File: config.mk
export PLATFORM = sky130hd
export DESIGN_NAME = sensor_threshold_alarm_bank_flat
export DESIGN_NICKNAME = d
export VERILOG_FILES = /design/src/sta_pkg.sv /design/src/sta_if.sv /design/src/sensor_threshold_alarm_bank.sv /design/src/flat_wrapper.sv
export SDC_FILE = /design/constraint.sdc
export NUM_CORES = 1
export LEC_CHECK = 0
export ABC_CLOCK_PERIOD_IN_PS = 6350
export BUFFER_PORTS_ARGS = -buffer_cell sky130_fd_sc_hd__buf_2
export CAP_MARGIN = 5
export CORE_MARGIN = 8
export CORE_UTILIZATION = 35
export DETAILED_ROUTE_END_ITERATION = 12
export HOLD_SLACK_MARGIN = 0.15
export PLACE_DENSITY = 0.53
export SLEW_MARGIN = 20
export SYNTH_ARGS = -nofsm -noshare
export SYNTH_HDL_FRONTEND = slang
export SYNTH_SLANG_ARGS = --single-unit
export TNS_END_PERCENT = 1
File: constraint.sdc
create_clock -name clk_i -period 6.35 [get_ports clk_i]
set_input_delay 0.635 -clock clk_i [delete_from_list [all_inputs] [get_ports clk_i]]
set_output_delay 0.635 -clock clk_i [all_outputs]
set_load 0.05 [all_outputs]
File: src/sta_pkg.sv
`timescale 1ns / 1ps
// ----------------------------------------------------------------------------
// Sensor threshold alarm bank package
// Shared widths, register indexes and limit codes for the alarm bank.
// ----------------------------------------------------------------------------
package sta_pkg;

  // Width of one signed sensor reading and of each limit register.
  localparam int READING_WIDTH = 32;

  // Hysteresis band register width (unsigned).
  localparam int HYST_W = 31;

  // Number of limits and the width of a limit identifier.
  localparam int NUM_LIMITS = 4;
  localparam int LIMIT_ID_W = 2;

  // Configuration write data must hold the widest register.
  localparam int CFG_DATA_W = (READING_WIDTH > HYST_W) ? READING_WIDTH : HYST_W;
  localparam int CFG_IDX_W  = 3;

  // Compare width: a limit plus or minus the band never overflows here.
  localparam int CMP_W = CFG_DATA_W + 2;

  // Configuration register indexes.
  typedef enum logic [CFG_IDX_W-1:0] {
    REG_WARN_HIGH  = 3'd0,
    REG_WARN_LOW   = 3'd1,
    REG_CRIT_HIGH  = 3'd2,
    REG_CRIT_LOW   = 3'd3,
    REG_HYSTERESIS = 3'd4,
    REG_ENABLE     = 3'd5
  } cfg_reg_e;

  // Limit identifiers, same order as the enable mask and alarm bits.
  typedef enum logic [LIMIT_ID_W-1:0] {
    LIM_WARN_HIGH = 2'd0,
    LIM_WARN_LOW  = 2'd1,
    LIM_CRIT_HIGH = 2'd2,
    LIM_CRIT_LOW  = 2'd3
  } limit_e;

endpackage

File: src/sta_if.sv
`timescale 1ns / 1ps
// ----------------------------------------------------------------------------
// Sensor threshold alarm bank channels
// Valid/ready channels for readings, alarm results and configuration writes.
// ----------------------------------------------------------------------------

// Reading channel: one signed sample per transaction.
interface sta_reading_if import sta_pkg::*; ();
  logic                            valid;
  logic                            ready;
  logic signed [READING_WIDTH-1:0] reading;

  modport source (output valid, output reading, input ready);
  modport sink   (input valid, input reading, output ready);
endinterface

// Result channel: one alarm event or no-change report per transaction.
interface sta_result_if import sta_pkg::*; ();
  logic                            valid;
  logic                            ready;
  logic                            has_change;
  logic [LIMIT_ID_W-1:0]           limit_id;
  logic                            now_asserted;
  logic signed [READING_WIDTH-1:0] event_reading;
  logic                            critical_clear;
  logic [NUM_LIMITS-1:0]           alarm_bits;
  logic                            last;

  modport source (output valid, output has_change, output limit_id,
                  output now_asserted, output event_reading,
                  output critical_clear, output alarm_bits, output last,
                  input ready);
  modport sink   (input valid, input has_change, input limit_id,
                  input now_asserted, input event_reading,
                  input critical_clear, input alarm_bits, input last,
                  output ready);
endinterface

// Configuration channel: register index and write data.
interface sta_cfg_if import sta_pkg::*; ();
  logic                  valid;
  logic                  ready;
  logic [CFG_IDX_W-1:0]  index;
  logic [CFG_DATA_W-1:0] data;

  modport source (output valid, output index, output data, input ready);
  modport sink   (input valid, input index, input data, output ready);
endinterface

File: src/sensor_threshold_alarm_bank.sv
`timescale 1ns / 1ps
// ----------------------------------------------------------------------------
// Sensor threshold alarm bank
// Checks each reading against four limits with hysteresis and reports every
// alarm bit change, or a single no-change result, per reading.
// ----------------------------------------------------------------------------
//
//  Port     | Dir | Carries
//  ---------+-----+---------------------------------------------------------
//  cfg_i    | in  | register index and write data, one register per write
//  in_i     | in  | one signed reading per transaction
//  out_o    | out | one result per transaction, last marks a reading's end
//
//  A reading waits in the input register, where the limit compares run, and
//  then moves to the result register, which issues one result per cycle
//  while ready: 1 to 4 results per reading, one per changed bit (one if none).
//  The alarm state updates as a reading moves into the result register.
//  A stalled output holds the result register; an empty input register still
//  takes a new reading while the result register is busy. Reset clears all
//  alarms and configuration registers; configuration writes are always taken.
//
module sensor_threshold_alarm_bank
  import sta_pkg::*;
(
  input  logic         clk_i,
  input  logic         rst_ni,
  sta_cfg_if.sink      cfg_i,
  sta_reading_if.sink  in_i,
  sta_result_if.source out_o
);

  // Configuration registers.
  logic [READING_WIDTH-1:0] limit_q [NUM_LIMITS];
  logic [HYST_W-1:0]        hyst_q;
  logic [NUM_LIMITS-1:0]    enable_q;

  // Alarm state and pipeline control.
  logic [NUM_LIMITS-1:0] alarm_q, alarm_d;
  logic                  s1_valid_q;
  logic                  s2_valid_q;

  // Input register payload.
  logic signed [READING_WIDTH-1:0] s1_reading_q;

  // Result register payload.
  logic signed [READING_WIDTH-1:0] s2_reading_q;
  logic [NUM_LIMITS-1:0]           s2_pending_q, s2_pending_d;
  logic [NUM_LIMITS-1:0]           s2_alarm_q;
  logic                            s2_crit_clear_q;

  // Compare results.
  logic signed [CMP_W-1:0] reading_ext;
  logic signed [CMP_W-1:0] hyst_ext;
  logic signed [CMP_W-1:0] lim_ext [NUM_LIMITS];
  logic [NUM_LIMITS-1:0]   set_hit;
  logic [NUM_LIMITS-1:0]   clr_hit;
  logic                    crit_hit;

  // Handshake helpers.
  logic                  out_last;
  logic                  out_fire;
  logic                  s2_free;
  logic                  s1_adv;
  logic                  in_fire;
  logic [LIMIT_ID_W-1:0] cur_id;

  // Configuration writes are taken in any cycle.
  assign cfg_i.ready = 1'b1;

  always_ff @(posedge clk_i or negedge rst_ni) begin
    if (!rst_ni) begin
      for (int i = 0; i < NUM_LIMITS; i++) begin
        limit_q[i] <= '0;
      end
      hyst_q   <= '0;
      enable_q <= '0;
    end else if (cfg_i.valid) begin
      unique case (cfg_i.index)
        REG_WARN_HIGH:  limit_q[LIM_WARN_HIGH] <= cfg_i.data[READING_WIDTH-1:0];
        REG_WARN_LOW:   limit_q[LIM_WARN_LOW]  <= cfg_i.data[READING_WIDTH-1:0];
        REG_CRIT_HIGH:  limit_q[LIM_CRIT_HIGH] <= cfg_i.data[READING_WIDTH-1:0];
        REG_CRIT_LOW:   limit_q[LIM_CRIT_LOW]  <= cfg_i.data[READING_WIDTH-1:0];
        REG_HYSTERESIS: hyst_q   <= cfg_i.data[HYST_W-1:0];
        REG_ENABLE:     enable_q <= cfg_i.data[NUM_LIMITS-1:0];
        default: ;
      endcase
    end
  end

  // Limit compares on the registered reading; each limit is independent.
  always_comb begin
    reading_ext = {{(CMP_W-READING_WIDTH){s1_reading_q[READING_WIDTH-1]}}, s1_reading_q};
    hyst_ext    = {{(CMP_W-HYST_W){1'b0}}, hyst_q};
    for (int i = 0; i < NUM_LIMITS; i++) begin
      lim_ext[i] = {{(CMP_W-READING_WIDTH){limit_q[i][READING_WIDTH-1]}}, limit_q[i]};
    end
    for (int i = 0; i < NUM_LIMITS; i++) begin
      if (i == LIM_WARN_HIGH || i == LIM_CRIT_HIGH) begin
        set_hit[i] = reading_ext >= lim_ext[i];
        clr_hit[i] = reading_ext < (lim_ext[i] - hyst_ext);
      end else begin
        set_hit[i] = reading_ext <= lim_ext[i];
        clr_hit[i] = reading_ext > (lim_ext[i] + hyst_ext);
      end
    end
    crit_hit = (enable_q[LIM_CRIT_HIGH] & set_hit[LIM_CRIT_HIGH])
             | (enable_q[LIM_CRIT_LOW]  & set_hit[LIM_CRIT_LOW]);
  end

  // Schmitt trigger update of each enabled alarm bit.
  always_comb begin
    for (int i = 0; i < NUM_LIMITS; i++) begin
      priority if (enable_q[i] && set_hit[i]) begin
        alarm_d[i] = 1'b1;
      end else if (enable_q[i] && clr_hit[i]) begin
        alarm_d[i] = 1'b0;
      end else begin
        alarm_d[i] = alarm_q[i];
      end
    end
  end

  // Lowest pending change is reported first.
  always_comb begin
    priority if (s2_pending_q[LIM_WARN_HIGH]) begin
      cur_id = LIM_WARN_HIGH;
    end else if (s2_pending_q[LIM_WARN_LOW]) begin
      cur_id = LIM_WARN_LOW;
    end else if (s2_pending_q[LIM_CRIT_HIGH]) begin
      cur_id = LIM_CRIT_HIGH;
    end else if (s2_pending_q[LIM_CRIT_LOW]) begin
      cur_id = LIM_CRIT_LOW;
    end else begin
      cur_id = LIM_WARN_HIGH;
    end
  end

  // Handshake and stage advance.
  assign out_last     = (s2_pending_q & (s2_pending_q - 1'b1)) == '0;
  assign out_fire     = s2_valid_q && out_o.ready;
  assign s2_free      = !s2_valid_q || (out_fire && out_last);
  assign s1_adv       = s1_valid_q && s2_free;
  assign in_i.ready   = !s1_valid_q || s1_adv;
  assign in_fire      = in_i.valid && in_i.ready;
  assign s2_pending_d = s2_pending_q & (s2_pending_q - 1'b1);

  // Control registers.
  always_ff @(posedge clk_i or negedge rst_ni) begin
    if (!rst_ni) begin
      s1_valid_q <= 1'b0;
      s2_valid_q <= 1'b0;
      alarm_q    <= '0;
    end else begin
      if (in_fire) begin
        s1_valid_q <= 1'b1;
      end else if (s1_adv) begin
        s1_valid_q <= 1'b0;
      end
      if (s1_adv) begin
        s2_valid_q <= 1'b1;
        alarm_q    <= alarm_d;
      end else if (s2_free) begin
        s2_valid_q <= 1'b0;
      end
    end
  end

  // Payload registers.
  always_ff @(posedge clk_i) begin
    if (in_fire) begin
      s1_reading_q <= in_i.reading;
    end
    if (s1_adv) begin
      s2_reading_q    <= s1_reading_q;
      s2_pending_q    <= alarm_q ^ alarm_d;
      s2_alarm_q      <= alarm_d;
      s2_crit_clear_q <= !crit_hit;
    end else if (out_fire) begin
      s2_pending_q <= s2_pending_d;
    end
  end

  // Result transaction.
  assign out_o.valid          = s2_valid_q;
  assign out_o.has_change     = |s2_pending_q;
  assign out_o.limit_id       = cur_id;
  assign out_o.now_asserted   = (|s2_pending_q) & s2_alarm_q[cur_id];
  assign out_o.event_reading  = s2_reading_q;
  assign out_o.critical_clear = s2_crit_clear_q;
  assign out_o.alarm_bits     = s2_alarm_q;
  assign out_o.last           = out_last;

endmodule

File: src/flat_wrapper.sv
// flat-port wrapper written by rule: the top's interface ports become plain ports
module sensor_threshold_alarm_bank_flat import sta_pkg::*;
  (clk_i, rst_ni, cfg_i_valid, cfg_i_index, cfg_i_data, cfg_i_ready, in_i_valid, in_i_reading, in_i_ready, out_o_valid, out_o_has_change, out_o_limit_id, out_o_now_asserted, out_o_event_reading, out_o_critical_clear, out_o_alarm_bits, out_o_last, out_o_ready);
  sta_cfg_if cfg_i_i ();
  sta_reading_if in_i_i ();
  sta_result_if out_o_i ();
  input  logic clk_i;
  input  logic rst_ni;
  input wire logic [$bits(cfg_i_i.valid)-1:0] cfg_i_valid;
  input wire logic [$bits(cfg_i_i.index)-1:0] cfg_i_index;
  input wire logic [$bits(cfg_i_i.data)-1:0] cfg_i_data;
  output wire logic [$bits(cfg_i_i.ready)-1:0] cfg_i_ready;
  input wire logic [$bits(in_i_i.valid)-1:0] in_i_valid;
  input wire logic [$bits(in_i_i.reading)-1:0] in_i_reading;
  output wire logic [$bits(in_i_i.ready)-1:0] in_i_ready;
  output wire logic [$bits(out_o_i.valid)-1:0] out_o_valid;
  output wire logic [$bits(out_o_i.has_change)-1:0] out_o_has_change;
  output wire logic [$bits(out_o_i.limit_id)-1:0] out_o_limit_id;
  output wire logic [$bits(out_o_i.now_asserted)-1:0] out_o_now_asserted;
  output wire logic [$bits(out_o_i.event_reading)-1:0] out_o_event_reading;
  output wire logic [$bits(out_o_i.critical_clear)-1:0] out_o_critical_clear;
  output wire logic [$bits(out_o_i.alarm_bits)-1:0] out_o_alarm_bits;
  output wire logic [$bits(out_o_i.last)-1:0] out_o_last;
  input wire logic [$bits(out_o_i.ready)-1:0] out_o_ready;
  assign cfg_i_i.valid = cfg_i_valid;
  assign cfg_i_i.index = cfg_i_index;
  assign cfg_i_i.data = cfg_i_data;
  assign cfg_i_ready = cfg_i_i.ready;
  assign in_i_i.valid = in_i_valid;
  assign in_i_i.reading = in_i_reading;
  assign in_i_ready = in_i_i.ready;
  assign out_o_valid = out_o_i.valid;
  assign out_o_has_change = out_o_i.has_change;
  assign out_o_limit_id = out_o_i.limit_id;
  assign out_o_now_asserted = out_o_i.now_asserted;
  assign out_o_event_reading = out_o_i.event_reading;
  assign out_o_critical_clear = out_o_i.critical_clear;
  assign out_o_alarm_bits = out_o_i.alarm_bits;
  assign out_o_last = out_o_i.last;
  assign out_o_i.ready = out_o_ready;
  sensor_threshold_alarm_bank u_core (.clk_i(clk_i), .rst_ni(rst_ni), .cfg_i(cfg_i_i), .in_i(in_i_i), .out_o(out_o_i));
endmodule
==> metrics.md, run 1 <==
| Metric | Value |
|---|---|
| Status | finished clean |
| Worst EP required | 6760 ps |
| Share of the synthesized area in the top cell type | 23.4% |
| Synthesized Nets | 2653 |
| Setup Crit Path Kind | reg -> reg |
| Worst-Skew Late Latency | 550 ps |
| First-pass GRT wire length | 102000 um |
| Nets@finish | 2783 |
| Antenna Nets Post-Route | 0 |
| Grt peak-use layer | met2 |
| Critical Path AT | 5860 ps |
| Mean Syn Cell Area | 9.29 um^2 |
| Reg-to-reg critical path startpoint | u_core.hyst_q[0] |
| Post_cts resized | 0 |
| RePlAce Congestion | 0.898 |
| Clk_skew | 14.5 ps |
| Leakage power | 11.1 nW |
| CP max stage cell | a211oi_1 |
| Syn Inst Count | 2195 |
| CTS root buf | clkbuf_16 |
| Drt pass-1 iters | 5 |
| Final std cells w/o fill | 3116 |
| Die area | 66200 um^2 |
| Buffers & Inverters on Critical Path | 0 |
| Initial DRC count | 1268 |
| I/O Buffers | 115 |
| DP Wirelength | 52400 um |
| Dpl cells | 3054 |
| Cell Pwr Density | 443 nW/um^2 |
| Async SR Flop Fraction | 69.8% |
| Post-synth EDFFs | 73 |
| DRC viols | 0 |
| GR Overflow Total | 0 |
| Yosys warning count | 0 |
| Startpoint class of the critical path | flop |
| Pins Over Slew Limit | 0 |
| Achievable frequency | 183 MHz |
| GR Layer Usage met2 | 32.3% |
| Max Cap Viol | 0 |
| Synth area leader | ha_1 |
| Total setup buffers inserted after CTS | 0 |
| Syn Std Cell Area | 20400 um^2 |
| Yosys cell types | 81 |
| H-tree Lvls | 2 |
| DIE HEIGHT | 257 um |
| Synth-to-Final Area Change | 12.9% |
| Tot Pwr | 10.2 mW |
| CTS Buf Count | 34 |
| Wirelength, routed | 67200 um |
| Worst-Margin Slew | 1060 ps |
| Share of post-route cells with drive strength above 1 | 11.2% |
| Worst hold path class | in -> async |
| CTS tree | yes |
| Routed wire per std cell | 21.6 um |
| Max Root-Sink Buffers | 3 |
| Initial core utilization | 35.3% |
| Met1 usage | 27.0% |
| Rel. slew slack | 28.3% |
| R2R depth | 19 |
| Ports | 117 |
| Max VDD drop | 0.342 mV |
| Setup crit end kind | flop |
| Initial antenna violation count | 1 |
| Worst hold slack | 140 ps |
| CP Cell Sequence | ha_1 -> fa_1 -> a21o_1 -> a21oi_1 -> o211ai_1 -> a211oi_1 -> o41a_1 -> or3_1 -> a31o_2 -> xnor2_1 -> ha_1 -> nand4_1 -> nor4_1 -> o21ai_0 -> a41oi_1 -> o311a_1 -> o21ai_0 -> or4_1 -> nand3_1 |
| Clk sinks | 242 |
| Sequential share of the synthesized area | 31.5% |
| M3 GR Usage | 3.10% |
| Final Setup Violations | 0 |
| CP peak stage delay | 560 ps |
| Hold-fix buffers, CTS | 0 |
| Vias in the first global route | 17.2k |
| Final Hold Fails | 0 |
| RSZ-0062 raised after global routing | no |
| Period utilization | 85.9% |
| DR vias/cell | 5.51 |
| Core box area | 57700 um^2 |
| Critical Path Fanout Max | 5 |
| Top cells by area, synth | ha_1 23%, dfrtp_1 21%, edfxtp_1 11% |
| Detailed-route via count | 17.2k |
| Seq cells post-synth | 242 |
| GRT Overall Usage | 19.9% |
| Worst-path clk slew | 50 ps |
| Largest net degree at the start of global routing | 88 |
| Standard-cell rows | 88 |
| Reg-to-Reg End | u_core.s2_pending_q[3] |
| Post-synth top flop | dfrtp_1 |
| Crit path max-delay family | compound AO/OA/AOI/OAI gates |
| Register-to-register setup slack | 900 ps |
| Period minus WS final | 5450 ps |
| Die extent in x | 257 um |
| Setup TNS | 0 ps |
cell type report:
type | count | area, um^2
antenna | 1 | 2.50
inverter | 197 | 739
clock inverter | 17 | 139
fill | 5775 | 34700
multi-input combinational | 1721 | 13100
tap | 765 | 957
timing repair buffer | 129 | 687
sequential | 242 | 6420
clock buffer | 44 | 962
worst max-delay path by stage:
stage / start / end / slack (ps) / cells after the start
after CTS: u_core.hyst_q[0] / u_core.s2_pending_q[3] / 920 / 19
final: u_core.hyst_q[0] / u_core.s2_pending_q[3] / 900 / 19
after global routing: u_core.hyst_q[0] / u_core.s2_pending_q[3] / 430 / 19
after global placement: u_core.hyst_q[0] / u_core.s2_pending_q[3] / 1090 / 19
after floorplan: u_core.hyst_q[0] / u_core.s2_pending_q[3] / 1890 / 19
after detailed placement: u_core.hyst_q[0] / u_core.s2_pending_q[3] / 950 / 19
synthesized netlist by cell type, types with 9 or more instances:
cell,count
clkbuf_1,31
dfrtp_1,169
a21o_1,148
nand3_1,27
inv_1,196
o211ai_1,12
nor3_1,21
a211o_1,10
o31ai_1,14
xor2_1,56
o21bai_1,18
o21a_1,24
o21ai_0,204
xnor2_1,56
a211oi_1,15
nand4_1,64
nand2_1,204
o21ai_1,9
nand2b_1,26
mux2_2,40
nor2_1,64
ha_1,382
edfxtp_1,73
a21oi_1,175
nor2b_1,21
state kept, by name (all words and copies together) (netlist names):
register,count
u_core.enable_q,4
u_core.s2_pending_q,4
u_core.out_o.critical_clear,1
u_core.out_o.valid,1
u_core.lim_ext,128
u_core.s1_reading_q,32
u_core.s1_valid_q,1
u_core.out_o.alarm_bits,4
u_core.hyst_q,31
u_core.alarm_q,4
u_core.out_o.event_reading,32
metrics by stage:
| stage | worst slack (ps) | instance area [um^2] | utilization [%] |
|---|---|---|---|
| CTS | 920 | 23000 | 39.9 |
| finish | 897 | 23000 | 39.9 |
| global placement | 1090 | 21900 | 38.0 |
| floorplan | 1890 | 20400 | - |
| detailed placement | 955 | 21900 | 38.0 |
| global route | 431 | 23000 | 39.9 |
layer usage:
layer	wire length, um	part of all wire, %
met5	0	0
met4	1910	2.8
met3	3640	5.4
met2	30500	45
met1	31100	46
power by group:
group          leakage [nW]  switching (mW)  internal (mW)  total (mW)
logic                  7.80            3.41           2.40        5.81
registers              2.73           0.449           2.02        2.47
clock network         0.538           0.797           1.12        1.92
placed cells by master (no fill, tap or decap), types with 5 or more instances in the layout:
master       n
ha_1       382
nand2b_1    26
edfxtp_1    73
nand3_1     26
buf_2      114
nand4_1     64
a21oi_1    175
a211o_1     10
o21ai_1      9
clkinv_2     6
inv_1      196
o31ai_1     14
or2_2        8
and3_1       8
o21a_1      24
buf_4       14
nand2_1    204
a211oi_1    15
a31o_2       5
xor2_1      56
a21o_1     148
and4_1       7
dfrtp_1    169
nor3_1      20
o211ai_1    12
o21ai_0    204
nor2b_1     21
o21bai_1    18
or3_1        7
clkbuf_16   37
clkbuf_1     6
nor2_1      63
a31oi_1      7
xnor2_1     56
nor4_1       7
mux2_2      40
logic make-up (layout without fill, tap and decap cells):
group | count (synthesis) | after routing | share of synthesized area (%)
AOI/OAI and AO/OA | 697 | 697 | 21.7
and+or+nand+nor | 482 | 482 | 11.4
adders and majority gates | 387 | 387 | 23.9
DFF | 242 | 242 | 31.5
buffers and inverters | 232 | 387 | 4.30
xor gates and xnor gates | 112 | 112 | 4.81
muxes | 42 | 42 | 2.37
other | 1 | 2 | 0.0184
worst register-to-register path: stages, from the launching register on:
cell and delay (ps):
dfrtp_1 470, ha_1 270, fa_1 420, a21o_1 170, a21oi_1 310, o211ai_1 170, a211oi_1 560, o41a_1 340
or3_1 190, a31o_2 160, xnor2_1 70, ha_1 310, nand4_1 150, nor4_1 500, o21ai_0 190, a41oi_1 220
o311a_1 180, o21ai_0 110, or4_1 420, nand3_1 90
Note: power is estimated with default switching activity, not from simulation.
==> run 2: changes to the inputs <==
--- a/config.mk
+++ b/config.mk
@@ -10,6 +10,7 @@
 export CAP_MARGIN = 5
 export CORE_MARGIN = 8
 export CORE_UTILIZATION = 35
+export CTS_BUF_LIST = sky130_fd_sc_hd__clkbuf_16
 export DETAILED_ROUTE_END_ITERATION = 12
 export HOLD_SLACK_MARGIN = 0.15
 export PLACE_DENSITY = 0.53
==> run 2 against run 1 <==
Against the previous run:
- clock skew is 0.52 ps lower
- first-iteration DRC count fell by 0.24%
- flip-flop and latch count is the same
- critical path depth unchanged
- maximum frequency up 0.35%
- cell count did not move
- power down 0.24%
- setup slack improved by 19 ps
- clock-buffer cell count decreased by 7
- clock power barely moved
- via count up 0.30%
- combinational power is essentially flat
==> metrics.md, run 2 (synthesis gave the netlist of run 1 again) <==
| Metric | Value |
|---|---|
| Final std cells w/o fill | 3116 |
| Critical Path Fanout Max | 5 |
| Initial DRC count | 1265 |
| Reg-to-reg critical path startpoint | u_core.hyst_q[0] |
| Drt pass-1 iters | 5 |
| Leakage power | 11.1 nW |
| Max FFs per register | 128 |
| Ports | 117 |
| Worst EP required | 6760 ps |
| DRC viols | 0 |
| Initial core utilization | 35.3% |
| Synth-to-Final Area Change | 12.9% |
| DP Wirelength | 52400 um |
| CP peak stage delay | 560 ps |
| Crit path max-delay family | compound AO/OA/AOI/OAI gates |
| Cell Pwr Density | 442 nW/um^2 |
| Pins Over Slew Limit | 0 |
| Sequential cell area | 6420 um^2 |
| Setup crit start | u_core.hyst_q[0] |
| Die area | 66200 um^2 |
| Clk_skew | 14.0 ps |
| Rel. slew slack | 29.0% |
| Total setup buffers inserted after CTS | 0 |
| First-pass GRT wire length | 102000 um |
| RSZ-0062 raised after global routing | no |
| Initial antenna violation count | 1 |
| Antenna Nets Post-Route | 0 |
| Largest net degree at the start of global routing | 88 |
| RePlAce Congestion | 0.898 |
| Die extent in x | 257 um |
| Max VDD drop | 0.342 mV |
| GRT Overall Usage | 19.9% |
| Setup TNS | 0 ps |
| Startpoint class of the critical path | flop |
| Worst-path clk slew | 50 ps |
| Core box area | 57700 um^2 |
| Final instance area | 23000 um^2 |
| Achievable frequency | 184 MHz |
| Max Root-Sink Buffers | 3 |
| Worst-Skew Late Latency | 550 ps |
| CP max stage cell | a211oi_1 |
| Post_cts resized | 0 |
| Period utilization | 85.6% |
| Tot Pwr | 10.2 mW |
| Buffers & Inverters on Critical Path | 0 |
| Register-to-register setup slack | 920 ps |
| Cell Area, Placed | 21900 um^2 |
| Worst-Margin Slew | 1060 ps |
| Status | finished clean |
| Share of post-route cells with drive strength above 1 | 11.2% |
| Hold-fix buffers, CTS | 0 |
| Final Setup Violations | 0 |
| DIE HEIGHT | 257 um |
| Dpl cells | 3054 |
| Footprint of the multi-input gates | 13100 um^2 |
| Wirelength, routed | 67200 um |
| CTS tree | yes |
| Critical Path AT | 5840 ps |
| Clk sinks | 242 |
| Detailed-route via count | 17.2k |
| I/O Buffers | 115 |
| Fillers | 5776 |
| CP Cell Sequence | ha_1 -> fa_1 -> a21o_1 -> a21oi_1 -> o211ai_1 -> a211oi_1 -> o41a_1 -> or3_1 -> a31o_2 -> xnor2_1 -> ha_1 -> nand4_1 -> nor4_1 -> o21ai_0 -> a41oi_1 -> o311a_1 -> o21ai_0 -> or4_1 -> nand3_1 |
| CTS root buf | clkbuf_16 |
| R2R depth | 19 |
| Worst hold slack | 130 ps |
| CTS Buf Count | 34 |
| Max Cap Viol | 0 |
| Routed wire per std cell | 21.6 um |
| DR vias/cell | 5.52 |
| Standard-cell rows | 88 |
| Most frequent cells in the layout | 382 x ha_1, 204 x o21ai_0, 204 x nand2_1, 202 x inv_1, 175 x a21oi_1 |
| Reg-to-Reg End | u_core.s2_pending_q[3] |
| Setup Crit Path Kind | reg -> reg |
| GR Overflow Total | 0 |
| Nets@finish | 2783 |
| Most common cell after layout, fill and taps aside | ha_1 |
| Worst hold path class | in -> async |
| H-tree Lvls | 2 |
| Final Hold Fails | 0 |
| Period minus WS final | 5430 ps |
| Vias in the first global route | 17.2k |
| Setup crit end kind | flop |
==> run 2: cell count changes in the layout (fill, tap and decap cells not counted), sizes merged <==
cell    change
clkinv      +1
inv         +6
clkbuf      -7
==> run 2: final cells by class <==
cell class / instances / share of cell area, %
antenna: 1 / 0.0109
clock buffer: 37 / 4.02
clock inverter: 24 / 0.718
inverter: 197 / 3.21
multi-input combinational: 1721 / 57.0
sequential: 242 / 27.9
tap: 765 / 4.16
timing repair buffer: 129 / 2.98
==> run 2: worst max-delay path by stage <==
stage / endpoint / cells past startpoint / slack (ps)
global route: u_core.s2_pending_q[3] / 19 / 430
floorplan: u_core.s2_pending_q[3] / 19 / 1890
global placement: u_core.s2_pending_q[3] / 19 / 1090
CTS: u_core.s2_pending_q[3] / 19 / 920
finish: u_core.s2_pending_q[3] / 19 / 920
detailed placement: u_core.s2_pending_q[3] / 19 / 950
==> run 2: metrics by stage <==
step | worst slack, ps | util [%]
global route | 431 | 39.9
floorplan | 1890 | -
finish | 916 | 39.9
CTS | 920 | 39.9
global placement | 1090 | 38.0
detailed placement | 955 | 38.0
==> run 2: worst reg2reg max path, stage by stage (launching register included) <==
cell and delay (ps):
dfrtp_1 470, ha_1 270, fa_1 420, a21o_1 170, a21oi_1 310, o211ai_1 170, a211oi_1 560, o41a_1 320
or3_1 180, a31o_2 160, xnor2_1 70, ha_1 310, nand4_1 150, nor4_1 500, o21ai_0 190, a41oi_1 220
o311a_1 180, o21ai_0 110, or4_1 420, nand3_1 90
==> run 2: power by group <==
group          internal (mW)  total, mW  switching (mW)
clock                   1.10       1.90           0.797
sequential              2.02       2.47           0.449
combinational           2.40       5.81            3.41
total                   5.53       10.2            4.65
==> run 2: per-layer routing <==
layer / global-route usage, % / wire (um) / vias up / share of wire [%]
li1: - / - / 8314 / -
met5: 0 / 0 / - / 0
met2: 32.3 / 30500 / 449 / 45
met4: 6.08 / 1890 / 0 / 2.8
met1: 27.0 / 31100 / 8346 / 46
met3: 3.10 / 3690 / 100 / 5.5
